## src/rtl/core/i2c_master_bit_engine_assert.svh

```systemverilog
// Assertion macros shared by the I2C master bit engine RTL.
// Needs nothing else; the including file supplies clock and reset names.
`ifndef I2C_MASTER_BIT_ENGINE_ASSERT_SVH
`define I2C_MASTER_BIT_ENGINE_ASSERT_SVH

// Same-cycle implication, checked outside reset.
`define I2CBE_ASSERT_NOW(label, clk, rst_n, ante, cons) \
	label: assert property (@(posedge clk) disable iff (!(rst_n)) (ante) |-> (cons)) \
		else $error("i2c bit engine: same-cycle check failed");

// Next-cycle implication, checked outside reset.
`define I2CBE_ASSERT_NEXT(label, clk, rst_n, ante, cons) \
	label: assert property (@(posedge clk) disable iff (!(rst_n)) (ante) |=> (cons)) \
		else $error("i2c bit engine: next-cycle check failed");

`endif

```

## src/rtl/core/i2cbe_pkg.sv

```systemverilog
// Package for the I2C master bit engine: action codes, item type, defaults.
// Used by every module of the block; depends on nothing.
package i2cbe_pkg;

	// Action codes of an input transaction.
	localparam logic [2:0] ACT_TICK     = 3'd0;
	localparam logic [2:0] ACT_START    = 3'd1;
	localparam logic [2:0] ACT_STOP     = 3'd2;
	localparam logic [2:0] ACT_WRITE    = 3'd3;
	localparam logic [2:0] ACT_READ     = 3'd4;
	localparam logic [2:0] ACT_SEND_ACK = 3'd5;
	localparam logic [2:0] ACT_RECV_ACK = 3'd6;
	localparam logic [2:0] ACT_SPARE    = 3'd7;

	// Reset value of the delay unit register.
	localparam logic [15:0] UNIT_TICKS_RESET = 16'd100;

	// Default depth of the queue between front and back.
	localparam int QUEUE_DEPTH_DEFAULT = 4;

	// Bit positions of the result fields in m_tdata.
	localparam int OUT_SCL  = 0;
	localparam int OUT_SDA  = 1;
	localparam int OUT_BUSY = 2;
	localparam int OUT_DONE = 3;

	// Classified item as it travels from front to back.
	typedef struct packed {
		logic       is_cmd;
		logic [2:0] cmd;
		logic [7:0] tx_byte;
		logic       ack_drive;
		logic       sda_in;
	} item_t;

endpackage

```

## src/rtl/core/i2cbe_front.sv

```systemverilog
// Front stage of the I2C master bit engine: accepts and classifies items.
// Depends on i2cbe_pkg; feeds i2cbe_queue.
module i2cbe_front
	import i2cbe_pkg::*;
(
	input  logic        clk,
	input  logic        arst_n,
	input  logic        s_tvalid,
	output logic        s_tready,
	input  logic [15:0] s_tdata,   // [7:0] tx_byte, [8] ack_drive, [9] sda_in, [15:10] zero
	input  logic [2:0]  s_tuser,   // [2:0] action
	output logic        item_valid_s1,
	output item_t       item_s1,
	input  logic        item_ready
);

	logic  is_cmd;
	item_t item_d;

	// Sort the action into commands and ticks; the spare code counts as a tick.
	always_comb begin
		unique case (s_tuser) inside
			ACT_START, ACT_STOP, ACT_WRITE, ACT_READ, ACT_SEND_ACK, ACT_RECV_ACK: begin
				is_cmd = 1'b1;
			end
			default: begin
				is_cmd = 1'b0;
			end
		endcase
	end

	always_comb begin
		item_d.is_cmd    = is_cmd;
		item_d.cmd       = s_tuser;
		item_d.tx_byte   = s_tdata[7:0];
		item_d.ack_drive = s_tdata[8];
		item_d.sda_in    = s_tdata[9];
	end

	// The stage takes a new item whenever it is empty or being emptied.
	assign s_tready = !item_valid_s1 || item_ready;

	always_ff @(posedge clk or negedge arst_n) begin
		if (!arst_n) begin
			item_valid_s1 <= 1'b0;
		end else if (s_tready) begin
			item_valid_s1 <= s_tvalid;
		end
	end

	always_ff @(posedge clk) begin
		if (s_tready && s_tvalid) begin
			item_s1 <= item_d;
		end
	end

endmodule

```

## src/rtl/core/i2cbe_queue.sv

```systemverilog
// Small first-in first-out queue of classified items between front and back.
// Depends on i2cbe_pkg for the item type.
module i2cbe_queue
	import i2cbe_pkg::*;
#(
	parameter int DEPTH = QUEUE_DEPTH_DEFAULT
) (
	input  logic  clk,
	input  logic  arst_n,
	input  logic  push_valid,
	output logic  push_ready,
	input  item_t push_item,
	output logic  pop_valid,
	input  logic  pop_ready,
	output item_t pop_item
);

	localparam int PTR_W = (DEPTH > 1) ? $clog2(DEPTH) : 1;
	localparam int CNT_W = $clog2(DEPTH + 1);
	localparam logic [PTR_W-1:0] LAST_PTR = PTR_W'(DEPTH - 1);
	localparam logic [CNT_W-1:0] FULL_CNT = CNT_W'(DEPTH);

	item_t            entry_q [DEPTH];
	logic [PTR_W-1:0] wr_ptr_q;
	logic [PTR_W-1:0] rd_ptr_q;
	logic [CNT_W-1:0] count_q;
	logic             do_push;
	logic             do_pop;

	assign push_ready = (count_q != FULL_CNT);
	assign pop_valid  = (count_q != '0);
	assign pop_item   = entry_q[rd_ptr_q];
	assign do_push    = push_valid && push_ready;
	assign do_pop     = pop_valid && pop_ready;

	// Pointers wrap at the depth; the count tracks occupancy.
	always_ff @(posedge clk or negedge arst_n) begin
		if (!arst_n) begin
			wr_ptr_q <= '0;
			rd_ptr_q <= '0;
			count_q  <= '0;
		end else begin
			if (do_push) begin
				wr_ptr_q <= (wr_ptr_q == LAST_PTR) ? '0 : wr_ptr_q + 1'b1;
			end
			if (do_pop) begin
				rd_ptr_q <= (rd_ptr_q == LAST_PTR) ? '0 : rd_ptr_q + 1'b1;
			end
			if (do_push && !do_pop) begin
				count_q <= count_q + 1'b1;
			end else if (do_pop && !do_push) begin
				count_q <= count_q - 1'b1;
			end
		end
	end

	always_ff @(posedge clk) begin
		if (do_push) begin
			entry_q[wr_ptr_q] <= push_item;
		end
	end

endmodule

```

## src/rtl/core/i2cbe_back.sv

```systemverilog
// Back stage of the I2C master bit engine: runs the SCL/SDA phase sequencer
// one item per cycle while its output register is free or being taken, and holds the result there.
// Depends on i2cbe_pkg; fed by i2cbe_queue.
module i2cbe_back
	import i2cbe_pkg::*;
(
	input  logic        clk,
	input  logic        arst_n,
	input  logic        cfg_write,
	input  logic [15:0] cfg_data,
	input  logic        item_valid,
	output logic        item_ready,
	input  item_t       item,
	output logic        m_tvalid,
	input  logic        m_tready,
	output logic [15:0] m_tdata    // [0] scl_level, [1] sda_level, [2] busy_res,
	                               // [3] done_res, [11:4] rx_byte, [12] ack_seen,
	                               // [15:13] zero
);

	// Number of phases of each command.
	function automatic logic [4:0] phase_count(input logic [2:0] cmd);
		logic [4:0] n;
		unique case (cmd) inside
			ACT_START:           n = 5'd2;
			ACT_STOP:            n = 5'd1;
			ACT_WRITE, ACT_READ: n = 5'd16;
			ACT_SEND_ACK:        n = 5'd1;
			default:             n = 5'd3;
		endcase
		return n;
	endfunction

	// Commands whose phases last two delay units.
	function automatic logic two_units(input logic [2:0] cmd);
		logic r;
		unique case (cmd) inside
			ACT_WRITE, ACT_SEND_ACK, ACT_RECV_ACK: r = 1'b1;
			default:                               r = 1'b0;
		endcase
		return r;
	endfunction

	// Line levels {scl, sda} while in a phase of a command.
	function automatic logic [1:0] phase_levels(input logic [2:0] cmd, input logic [4:0] ph,
		input logic [7:0] sh);
		logic [1:0] lv;
		unique case (cmd) inside
			ACT_START:    lv = {1'b1, (ph == 5'd0)};
			ACT_STOP:     lv = 2'b10;
			ACT_WRITE:    lv = {!ph[0], sh[3'd7 - ph[3:1]]};
			ACT_READ:     lv = {!ph[0], 1'b1};
			ACT_SEND_ACK: lv = {1'b1, !sh[0]};
			default:      lv = {(ph != 5'd0), 1'b1};
		endcase
		return lv;
	endfunction

	// Line levels {scl, sda} once a command has ended.
	function automatic logic [1:0] end_levels(input logic [2:0] cmd);
		logic [1:0] lv;
		unique case (cmd) inside
			ACT_START: lv = 2'b00;
			ACT_STOP:  lv = 2'b11;
			default:   lv = 2'b01;
		endcase
		return lv;
	endfunction

	logic [15:0] unit_ticks_q;
	logic        running_q;
	logic [2:0]  cmd_q;
	logic [4:0]  phase_q;
	logic [7:0]  shift_q;
	logic [16:0] count_q;
	logic [1:0]  lines_q;
	logic        ack_q;
	logic [7:0]  rx_q;
	logic        out_valid_q;
	logic [15:0] out_data_q;

	logic        running_d;
	logic [2:0]  cmd_d;
	logic [4:0]  phase_d;
	logic [7:0]  shift_d;
	logic [16:0] count_d;
	logic [1:0]  lines_d;
	logic        ack_d;
	logic [7:0]  rx_d;
	logic        done_d;

	logic [15:0] unit;
	logic [16:0] target;
	logic [16:0] count_inc;
	logic [4:0]  phase_inc;
	logic        end_now;
	logic        load;

	// Delay unit register; zero acts as one tick per unit.
	always_ff @(posedge clk or negedge arst_n) begin
		if (!arst_n) begin
			unit_ticks_q <= UNIT_TICKS_RESET;
		end else if (cfg_write) begin
			unit_ticks_q <= cfg_data;
		end
	end

	assign unit      = (unit_ticks_q == 16'd0) ? 16'd1 : unit_ticks_q;
	assign target    = two_units(cmd_q) ? {unit, 1'b0} : {1'b0, unit};
	assign count_inc = count_q + 17'd1;
	assign phase_inc = phase_q + 5'd1;

	// Next state of the sequencer for the item at the head of the queue.
	always_comb begin
		running_d = running_q;
		cmd_d     = cmd_q;
		phase_d   = phase_q;
		shift_d   = shift_q;
		count_d   = count_q;
		lines_d   = lines_q;
		ack_d     = ack_q;
		rx_d      = rx_q;
		done_d    = 1'b0;
		end_now   = 1'b0;
		if (item.is_cmd) begin
			// A command starts only from idle; while busy it is dropped.
			if (!running_q) begin
				running_d = 1'b1;
				cmd_d     = item.cmd;
				phase_d   = 5'd0;
				count_d   = '0;
				if (item.cmd == ACT_WRITE) begin
					shift_d = item.tx_byte;
				end else if (item.cmd == ACT_SEND_ACK) begin
					shift_d = {7'd0, item.ack_drive};
				end else if (item.cmd == ACT_READ) begin
					shift_d = 8'd0;
				end
				lines_d = phase_levels(item.cmd, 5'd0, shift_d);
			end
		end else if (running_q) begin
			if (count_inc >= target) begin
				// End of a phase: sample, then move on or finish.
				count_d = '0;
				if (cmd_q == ACT_READ && !phase_q[0]) begin
					shift_d = {shift_q[6:0], item.sda_in};
				end
				if (cmd_q == ACT_RECV_ACK && phase_q == 5'd1) begin
					ack_d   = !item.sda_in;
					end_now = !item.sda_in;
				end
				if (end_now || phase_inc >= phase_count(cmd_q)) begin
					lines_d   = end_levels(cmd_q);
					running_d = 1'b0;
					phase_d   = 5'd0;
					done_d    = 1'b1;
					if (cmd_q == ACT_READ) begin
						rx_d = shift_d;
					end
				end else begin
					phase_d = phase_inc;
					lines_d = phase_levels(cmd_q, phase_inc, shift_d);
				end
			end else begin
				count_d = count_inc;
			end
		end
	end

	// One item moves on whenever the output register is free or being taken.
	assign load       = item_valid && (!out_valid_q || m_tready);
	assign item_ready = load;

	always_ff @(posedge clk or negedge arst_n) begin
		if (!arst_n) begin
			running_q   <= 1'b0;
			cmd_q       <= ACT_TICK;
			phase_q     <= '0;
			shift_q     <= '0;
			count_q     <= '0;
			lines_q     <= 2'b11;
			ack_q       <= 1'b0;
			rx_q        <= '0;
			out_valid_q <= 1'b0;
		end else begin
			if (load) begin
				running_q <= running_d;
				cmd_q     <= cmd_d;
				phase_q   <= phase_d;
				shift_q   <= shift_d;
				count_q   <= count_d;
				lines_q   <= lines_d;
				ack_q     <= ack_d;
				rx_q      <= rx_d;
			end
			if (load) begin
				out_valid_q <= 1'b1;
			end else if (m_tready) begin
				out_valid_q <= 1'b0;
			end
		end
	end

	// Result register: levels and status after the item.
	always_ff @(posedge clk) begin
		if (load) begin
			out_data_q <= {3'd0, ack_d, rx_d, done_d, running_d, lines_d[0], lines_d[1]};
		end
	end

	assign m_tvalid = out_valid_q;
	assign m_tdata  = out_data_q;

endmodule

```

## src/rtl/core/i2c_master_bit_engine.sv

```systemverilog
// Top level of the I2C master bit engine: front stage, item queue, sequencer.
// Depends on i2cbe_pkg, i2cbe_front, i2cbe_queue, i2cbe_back and the assert header.
//
// Channel   Direction  Signals                       Carries
// s_        in         s_tvalid s_tready s_tdata/user one tick or command per transaction
// m_        out        m_tvalid m_tready m_tdata      line levels and status per item
// cfg_      in         cfg_valid cfg_ready cfg_data   unit_ticks register write
//
// One item is taken per clock while s_tready is high; each gives one result after passing
// the front register, the queue and the sequencer output register.
// The sequencer updates its phase counter and levels once for each item it takes.
// Reset clears all control state at once; there is no clearing pass.
// A stalled m_ side fills the queue and then drops s_tready; cfg_ready is always high.
`include "i2c_master_bit_engine_assert.svh"

module i2c_master_bit_engine
	import i2cbe_pkg::*;
#(
	parameter int QUEUE_DEPTH = QUEUE_DEPTH_DEFAULT
) (
	input  logic        clk,
	input  logic        arst_n,
	input  logic        s_tvalid,
	output logic        s_tready,
	input  logic [15:0] s_tdata,   // [7:0] tx_byte, [8] ack_drive, [9] sda_in, [15:10] zero
	input  logic [2:0]  s_tuser,   // [2:0] action
	output logic        m_tvalid,
	input  logic        m_tready,
	output logic [15:0] m_tdata,   // [0] scl_level, [1] sda_level, [2] busy_res,
	                               // [3] done_res, [11:4] rx_byte, [12] ack_seen,
	                               // [15:13] zero
	input  logic        cfg_valid,
	output logic        cfg_ready,
	input  logic [15:0] cfg_data
);

	logic  front_valid;
	logic  front_ready;
	item_t front_item;
	logic  queue_valid;
	logic  queue_ready;
	item_t queue_item;

	assign cfg_ready = 1'b1;

	// Classify incoming transactions.
	i2cbe_front u_front (
		.clk           (clk),
		.arst_n        (arst_n),
		.s_tvalid      (s_tvalid),
		.s_tready      (s_tready),
		.s_tdata       (s_tdata),
		.s_tuser       (s_tuser),
		.item_valid_s1 (front_valid),
		.item_s1       (front_item),
		.item_ready    (front_ready)
	);

	// Decouple the two sides.
	i2cbe_queue #(
		.DEPTH (QUEUE_DEPTH)
	) u_queue (
		.clk        (clk),
		.arst_n     (arst_n),
		.push_valid (front_valid),
		.push_ready (front_ready),
		.push_item  (front_item),
		.pop_valid  (queue_valid),
		.pop_ready  (queue_ready),
		.pop_item   (queue_item)
	);

	// Run the bus phases.
	i2cbe_back u_back (
		.clk        (clk),
		.arst_n     (arst_n),
		.cfg_write  (cfg_valid && cfg_ready),
		.cfg_data   (cfg_data),
		.item_valid (queue_valid),
		.item_ready (queue_ready),
		.item       (queue_item),
		.m_tvalid   (m_tvalid),
		.m_tready   (m_tready),
		.m_tdata    (m_tdata)
	);

	// A finishing item always reports the engine as free again.
	`I2CBE_ASSERT_NOW(a_done_not_busy, clk, arst_n, m_tvalid && m_tdata[OUT_DONE], !m_tdata[OUT_BUSY])

	// An accepted input transaction sits in the front register on the next cycle.
	`I2CBE_ASSERT_NEXT(a_accept_lands, clk, arst_n, s_tvalid && s_tready, front_valid)

	// No item leaves the queue while the result register is held by the sink.
	`I2CBE_ASSERT_NOW(a_no_pop_on_stall, clk, arst_n, m_tvalid && !m_tready, !queue_ready)

endmodule
```

## config.mk

```make
export PLATFORM = sky130hd
export DESIGN_NAME = i2c_master_bit_engine
export DESIGN_NICKNAME = d
export VERILOG_FILES = /design/src/rtl/core/i2cbe_pkg.sv /design/src/rtl/core/i2cbe_front.sv /design/src/rtl/core/i2cbe_queue.sv /design/src/rtl/core/i2cbe_back.sv /design/src/rtl/core/i2c_master_bit_engine.sv
export VERILOG_INCLUDE_DIRS = /design/src /design/src/rtl/core
export SDC_FILE = /design/constraint.sdc
export NUM_CORES = 1
export LEC_CHECK = 0
export BUFFER_PORTS_ARGS = -buffer_cell sky130_fd_sc_hd__buf_2
export CAP_MARGIN = 20
export CORE_ASPECT_RATIO = 1.1
export CORE_UTILIZATION = 60
export CTS_BUF_LIST = sky130_fd_sc_hd__clkbuf_4
export DETAILED_ROUTE_END_ITERATION = 8
export GPL_ROUTABILITY_DRIVEN = 0
export GPL_TIMING_DRIVEN = 0
export HOLD_SLACK_MARGIN = 0.02
export PLACE_DENSITY = 0.83
export SYNTH_ARGS = -nofsm -noshare
export SYNTH_HDL_FRONTEND = slang
export SYNTH_SLANG_ARGS = --single-unit
```

## constraint.sdc

```tcl
create_clock -name clk -period 5.4 [get_ports clk]
set_input_delay 0.81 -clock clk [delete_from_list [all_inputs] [get_ports clk]]
set_output_delay 0.81 -clock clk [all_outputs]
set_load 0.05 [all_outputs]
```

* Word level (Yosys, flattened, before mapping)
Memory sizes are Yosys's and may differ from the RTL's.
Cells that the tools add are included.
** Word-level totals
- Bits in registers :: 97
- Bits in writable memories :: 56
- Bits of input ports :: 40
- Memories :: 1
** Memories
- u_queue.entry_q :: words 4, width 14, read ports 1, clocked after memory_dff 0, wr ports 1, RTL line i2cbe_queue.sv:23 : item_t entry_q [DEPTH];
** Cells by class
- Add/subtract/negate cells :: 7
- Order comparisons :: 3
- Eq/ne operators :: 22
- Multiplexer cells :: 66
- Bitwise operators :: 2
- Reductions and logical operators :: 39
** Operators by type and width (count)
- 2-to-1 mux 8 bit :: 18
- 2-to-1 mux 17 bit :: 5
- 2-to-1 mux 5 bit :: 8
- == test 3 bit (second input constant) :: 8
- 2-to-1 mux 1 bit :: 20
- == test 3 x 2 -> 1 bit (second input constant) :: 6
- adder 17 x 1 -> 17 bit (second input constant) :: 1
- greater-or-equal comparator 17 bit :: 1
- zero test 16 bit :: 1
- 2-to-1 mux 16 bit :: 1
- case mux 5 bit (3 select lines) :: 1
- 2-to-1 mux 2 bit :: 7
- case mux 2 bit (5 select lines) :: 1
- == test 3 x 1 -> 1 bit (second input constant) :: 3
- zero test 1 bit :: 9
- logical AND 1 bit :: 8
- case mux 2 bit (4 select lines) :: 1
- nonzero test 2 bit :: 4
- 2-to-1 mux 3 bit :: 2
- AND reduction 3 bit :: 2
- OR reduction 2 bit :: 3
- OR reduction 3 bit :: 2
- OR reduction 6 bit :: 1
- adder 5 x 1 -> 5 bit (second input constant) :: 1
- 20 further kinds :: 25

* Longest topological paths before layout
- Word-level depth :: 15
- Mapped depth :: 15
- Depth with buffers taken out :: 14

* Hierarchy
A second synthesis with hierarchy kept.
** Unflattened totals
- Cells, all modules :: 574
- Area, all modules :: 7739.9 µm²
** By module, submodules not included
- i2cbe_back :: times used 1, cells each 442, area an instance 4775.8 µm², seq. area each 1948.1 µm²
- i2cbe_queue :: times used 1, cells each 109, area an instance 2458.6 µm², seq. area each 1856.8 µm²
- i2cbe_front :: times used 1, cells each 21, area an instance 494.2 µm², seq. area each 445.4 µm²
- i2c_master_bit_engine :: times used 1, cells each 2, area an instance 11.3 µm², seq. area each 0.0 µm²

* Least setup slack after synthesis
Ideal clock, no wire load.
- Path type :: register -> register
- Start :: register u_back.cmd_q[1]
- End :: register u_back.out_data_q[1], in the netlist u_back.m_tdata[1], data pin
- Library setup time :: 265 ps
- Arrival time :: 3992 ps
- Required time :: 5135 ps
- Slack :: 1142 ps
- Cell stages (with the launch flop) :: 15
- Path buffers :: 2
- Cell sequence :: dfrtp_1 -> buf_1 -> nor2b_1 -> and2_1 -> a21oi_1 -> buf_2 -> mux2i_1 -> ha_1 -> a21oi_1 -> o21ai_0 -> or3_1 -> o221a_2 -> o211ai_2 -> nor2_1 -> or3_1
** On the way
- Longest elaborated chain between the ends :: 13
** RTL lines
- start, declared :: RTL line i2cbe_back.sv:72 : logic [2:0] cmd_q;
- start signal, assigned :: RTL line i2cbe_back.sv:188 : cmd_q <= cmd_d;
- == test 3 bit :: RTL line i2cbe_back.sv:145, i2cbe_back.sv:152, i2cbe_back.sv:162
- logical AND 1 bit :: RTL line i2cbe_back.sv:145 : if (cmd_q == ACT_READ && !phase_q[0]) begin
- 2-to-1 mux 8 bit :: RTL line i2cbe_back.sv:145
- 2-to-1 mux 8 bit :: RTL line i2cbe_back.sv:142 : if (count_inc >= target) begin
- 2-to-1 mux 8 bit :: RTL line i2cbe_back.sv:141 : end else if (running_q) begin
- 2-to-1 mux 8 bit :: RTL line i2cbe_back.sv:125 : if (item.is_cmd) begin
- binary-select mux 1 bit (select 3 bit) :: RTL line i2cbe_back.sv:51 : ACT_WRITE: lv = {!ph[0], sh[3'd7 - ph[3:1]]};
- 2-to-1 mux 1 bit (implied by the code) :: RTL line i2cbe_back.sv:51
- case mux 2 bit (5 select lines) :: RTL line i2cbe_back.sv:48 : unique case (cmd) inside
- 2-to-1 mux 2 bit :: RTL line i2cbe_back.sv:152 : if (end_now || phase_inc >= phase_count(cmd_q)) begin
- 2-to-1 mux 2 bit (*) :: RTL line i2cbe_back.sv:142
- 2-to-1 mux 2 bit (*) :: RTL line i2cbe_back.sv:141
- 2-to-1 mux 2 bit (*) :: RTL line i2cbe_back.sv:125
- via u_back.lines_d[0] :: RTL line i2cbe_back.sv:87 : logic [1:0] lines_d;
- end signal, assigned :: RTL line i2cbe_back.sv:207 : out_data_q <= {3'd0, ack_d, rx_d, done_d, running_d, lines_d[0], lines_d[1]};
- end, declared :: RTL line i2cbe_back.sv:80 : logic [15:0] out_data_q;
Mark *: on every way through the listed nets, which the timed path passes. The rest lies on a longest branch. The select of a mux whose other input is x is not followed.
A chain may end at the register's enable or synchronous reset.

* Worst setup path in the final report
Ends and elaborated chain as after synthesis.

==> results.py <==
metrics = {
    "run_status": {
        "status": "finished clean",
    },
    "cts": {
        "cts_max_level": 4,
        "cts_hold_buf": 0,
        "clk_latency_ns": 0.56,
        "path_clk_slew_ns": 0.12,
        "numCtsBuffers": 17,
        "tritoncts": "built",
        "postCtsSetupRepairBufs": 0,
        "clk_path_buf_depth": 2,
        "root_buffer": "clkbuf_4",
        "clock_sinks": 153,
    },
    "global_route": {
        "antenna_found_initial": 1,
        "grt_max_degree": 71,
        "grt_pass1_vias": 5281,
        "grt_use_total_pct": 24.0,
        "grt_pass1_wl_um": 24900,
        "grt_overflow": 0,
    },
    "route": {
        "drt_iter0_markers": 348,
        "post-route-drc-count": 0,
        "ant_nets": 0,
        "drtPass1Iterations": 5,
        "via_count": 5228,
        "wirelength_um": 15200,
        "wl_per_cell_um": 17.9,
        "via_per_inst": 6.13,
    },
    "timing": {
        "rsz0062_at_grt": "no",
        "maxClockFrequency_mhz": 211,
        "setup_slack_ns": 0.653,
        "final.min_clock_period_ns": 4.75,
        "fin_tns_setup_ns": 0,
        "tightest_slew_ns": 0.918,
        "slew_headroom_pct": 38.8,
        "hold_viol": 0,
        "setup_violations": 0,
        "drv_slew": 0,
        "timing.final.crit_share_pct": 87.9,
        "fin_skew_ns": 0.0154,
    },
    "logic_synthesis": {
        "synth_flop_cell": "edfxtp_1",
        "ys_seq_area_share_pct": 54.7,
        "avgSynthCellArea_um2": 12.6,
        "yosysTopAreaCell": "edfxtp_1",
        "synth_area_leaders": "edfxtp_1 (32%), dfrtp_1 (21%), mux2_2 (6.4%)",
        "synth_common_cells": "edfxtp_1 (83), dfrtp_1 (65), nand2_1 (55)",
        "synth.top_cell.area_share_pct": 32.1,
        "async_reset_ff_share_pct": 45.8,
        "ys_seq_elements": 153,
        "synth-edff-count": 83,
        "ys_warn_count": 0,
        "synthCells": 614,
        "syn_area_um2": 7760,
        "yosysMostFrequentCell": "edfxtp_1",
        "ys_types": 66,
    },
    "setup_path": {
        "cp.arrival_ns": 5.06,
        "critPathKind": "flip-flop to flip-flop",
        "crit_path_frequent_cell": "or3_1",
        "critical_path.cell_chain": "buf_1, nor2b_1, and2_1, a21oi_2, buf_2, mux2i_1, ha_1, a21oi_1, o21ai_0, or3_1, o221a_2, o211ai_2, nor2_1, or3_1",
        "start_kind": "flip-flop",
        "cp_data_required_time_ns": 5.71,
        "max_stage_delay_ns": 0.49,
        "cpMaxStageDelayCell": "a21oi_2",
        "endpoint_kind": "flip-flop",
        "path_max_fanout": 10,
    },
    "place": {
        "place_hpwl_um": 11100,
        "post-place-ws_ns": 0.345,
        "io_buffers": 47,
    },
    "flow_run": {
        "drv_cap": 0,
    },
    "pwr": {
        "netSwitchingPower_uw": 1410,
        "p_sw_share_pct": 37.4,
        "clkPwrFrac_pct": 20.6,
        "powerDensity_nw_per_um2": 441,
        "pwr-share-seq_pct": 43.2,
        "ir_drop_uv": 289,
        "leakage_uw": 0.00365,
        "p_int_uw": 2360,
        "pwr-share-comb_pct": 36.2,
    },
    "finish": {
        "final_nets": 755,
        "synthToLayoutAreaGrowth_pct": 9.94,
        "fill_cells": 888,
        "layout-drive-gt1-share_pct": 23.2,
    },
    "floorplan": {
        "die_h_um": 121,
        "dieArea_um2": 13400,
        "io_pins": 59,
        "die_width_um": 110,
        "initial_utilization_pct": 61.7,
        "core_area_um2": 12600,
        "rows": 43,
    },
    "min_path": {
        "hold_path_class": "input pin to asynchronous set/reset pin",
    },
}
## final timing paths
kind	from	end	slack (ns)	cells past startpoint
min in group clk	s_tdata[3]	u_front.item_s1[5]	0.42	1
max in group asynchronous	arst_n	u_front.item_valid_s1	4.44	1
worst min-delay path	arst_n	u_back.phase_q[4]	0.36	1
worst min register to register	u_front.item_s1[4]	u_queue.entry_q[0][4]	0.52	0
worst max register to register	u_back.cmd_q[1]	u_back.m_tdata[1]	0.65	14
worst max-delay path	u_back.cmd_q[1]	u_back.m_tdata[1]	0.65	14
## critical path: cells and delay by family (launching register included)
family / cells / cell delay, ns
muxes: 1 / 0.25
AOI/OAI and AO/OA: 5 / 1.56
DFF: 1 / 0.42
and+or+nand+nor: 5 / 1.38
adders and majority gates: 1 / 0.27
buffers and inverters: 2 / 0.63
## kinds of logic after synthesis
logic type / share of synthesized area [%]
mux: 12.6
buf+inv: 2.69
fa+ha+maj: 5.41
flops: 54.7
other cells: 0.0967
simple gates: 11.8
compound gates: 9.93
xor+xnor: 2.71
## metrics by stage
| stage | hold WS, ns | cells | total power (uW) | util (%) | cell area (um2) |
|---|---|---|---|---|---|
| after CTS | 0.384 | 852 | 3770 | 67.8 | 8530 |
| after floorplan | 0.459 | 616 | 2630 | - | 7770 |
| final | 0.363 | 853 | 3760 | 67.8 | 8540 |
| after detailed placement | 0.489 | 820 | 3000 | 65.2 | 8210 |
| after global placement | 0.466 | 820 | 2910 | 65.2 | 8200 |
| after global routing | 0.372 | 853 | 3970 | 67.8 | 8540 |
## sequential cells by signal, summed over array words and instances (netlist names)
signal,flops
u_queue.entry_q,56
u_back.count_q,17
u_back.unit_ticks_q,16
u_front.item_s1,14
u_back.m_tdata,13
u_back.rx_q,8
u_back.shift_q,8
u_back.phase_q,5
u_back.cmd_q,3
u_queue.count_q,3
u_back.lines_q,2
u_queue.rd_ptr_q,2
u_queue.wr_ptr_q,2
u_back.ack_q,1
u_back.m_tvalid,1
u_back.running_q,1
u_front.item_valid_s1,1
## layout by cell type, fill, tap and decap left out, types with 4 or more instances in the layout
| cell | count |
|---|---|
| edfxtp_1 | 83 |
| dfrtp_1 | 65 |
| nand2_1 | 55 |
| buf_2 | 51 |
| mux2_2 | 44 |
| ha_1 | 32 |
| o21ai_0 | 29 |
| nor2_1 | 26 |
| mux2i_1 | 19 |
| nand3_1 | 18 |
| inv_1 | 17 |
| clkbuf_4 | 17 |
| and2_1 | 14 |
| xnor2_1 | 13 |
| mux4_2 | 13 |
| a21oi_1 | 13 |
| clkbuf_1 | 11 |
| xor2_1 | 11 |
| nor3_1 | 11 |
| and3_1 | 9 |
| nand2b_1 | 9 |
| a22o_1 | 9 |
| buf_4 | 7 |
| or3_1 | 7 |
| o31ai_1 | 7 |
| nand4_1 | 6 |
| a32o_1 | 6 |
| a21o_1 | 5 |
| a31oi_1 | 5 |
| dfstp_2 | 5 |
| nor2b_1 | 4 |
| clkinv_1 | 4 |
| a211o_1 | 4 |
| a41o_1 | 4 |
| conb_1 | 4 |
| bufinv_16 | 4 |
## what timing repair did
action | 4_1_cts | 5_1_grt
endpoints found under the hold margin | 0 | 0
setup endpoints to repair | 0 | 3
resized for setup | 0 | 1
## power groups by stage
stage,combinational [uW],clock [uW],sequential [uW]
after floorplan,971,0,1660
after global placement,1290,0,1620
after detailed placement,1350,0,1650
after CTS,1360,790,1620
after global routing,1480,837,1650
final,1360,777,1620
## cell type report
class	instances	area [um2]	area share, %
sequential	153	4250	49.8
buffer	26	141	1.66
antenna	1	2.50	0.0293
inverter	18	67.6	0.791
tap	157	196	2.30
multi-input combinational	419	3320	38.9
clock buffer	17	128	1.49
clock inverter	15	196	2.30
timing repair buffer	47	238	2.78
## layer usage
| layer | up-vias | track usage, % | wire (um) |
|---|---|---|---|
| met5 | - | 0 | 0 |
| met4 | 0 | 12.3 | 517 |
| met3 | 41 | 5.34 | 650 |
| met2 | 162 | 43.0 | 8220 |
| met1 | 2581 | 26.8 | 5850 |
| li1 | 2444 | - | - |
Note: power is estimated with default switching activity, not from simulation.
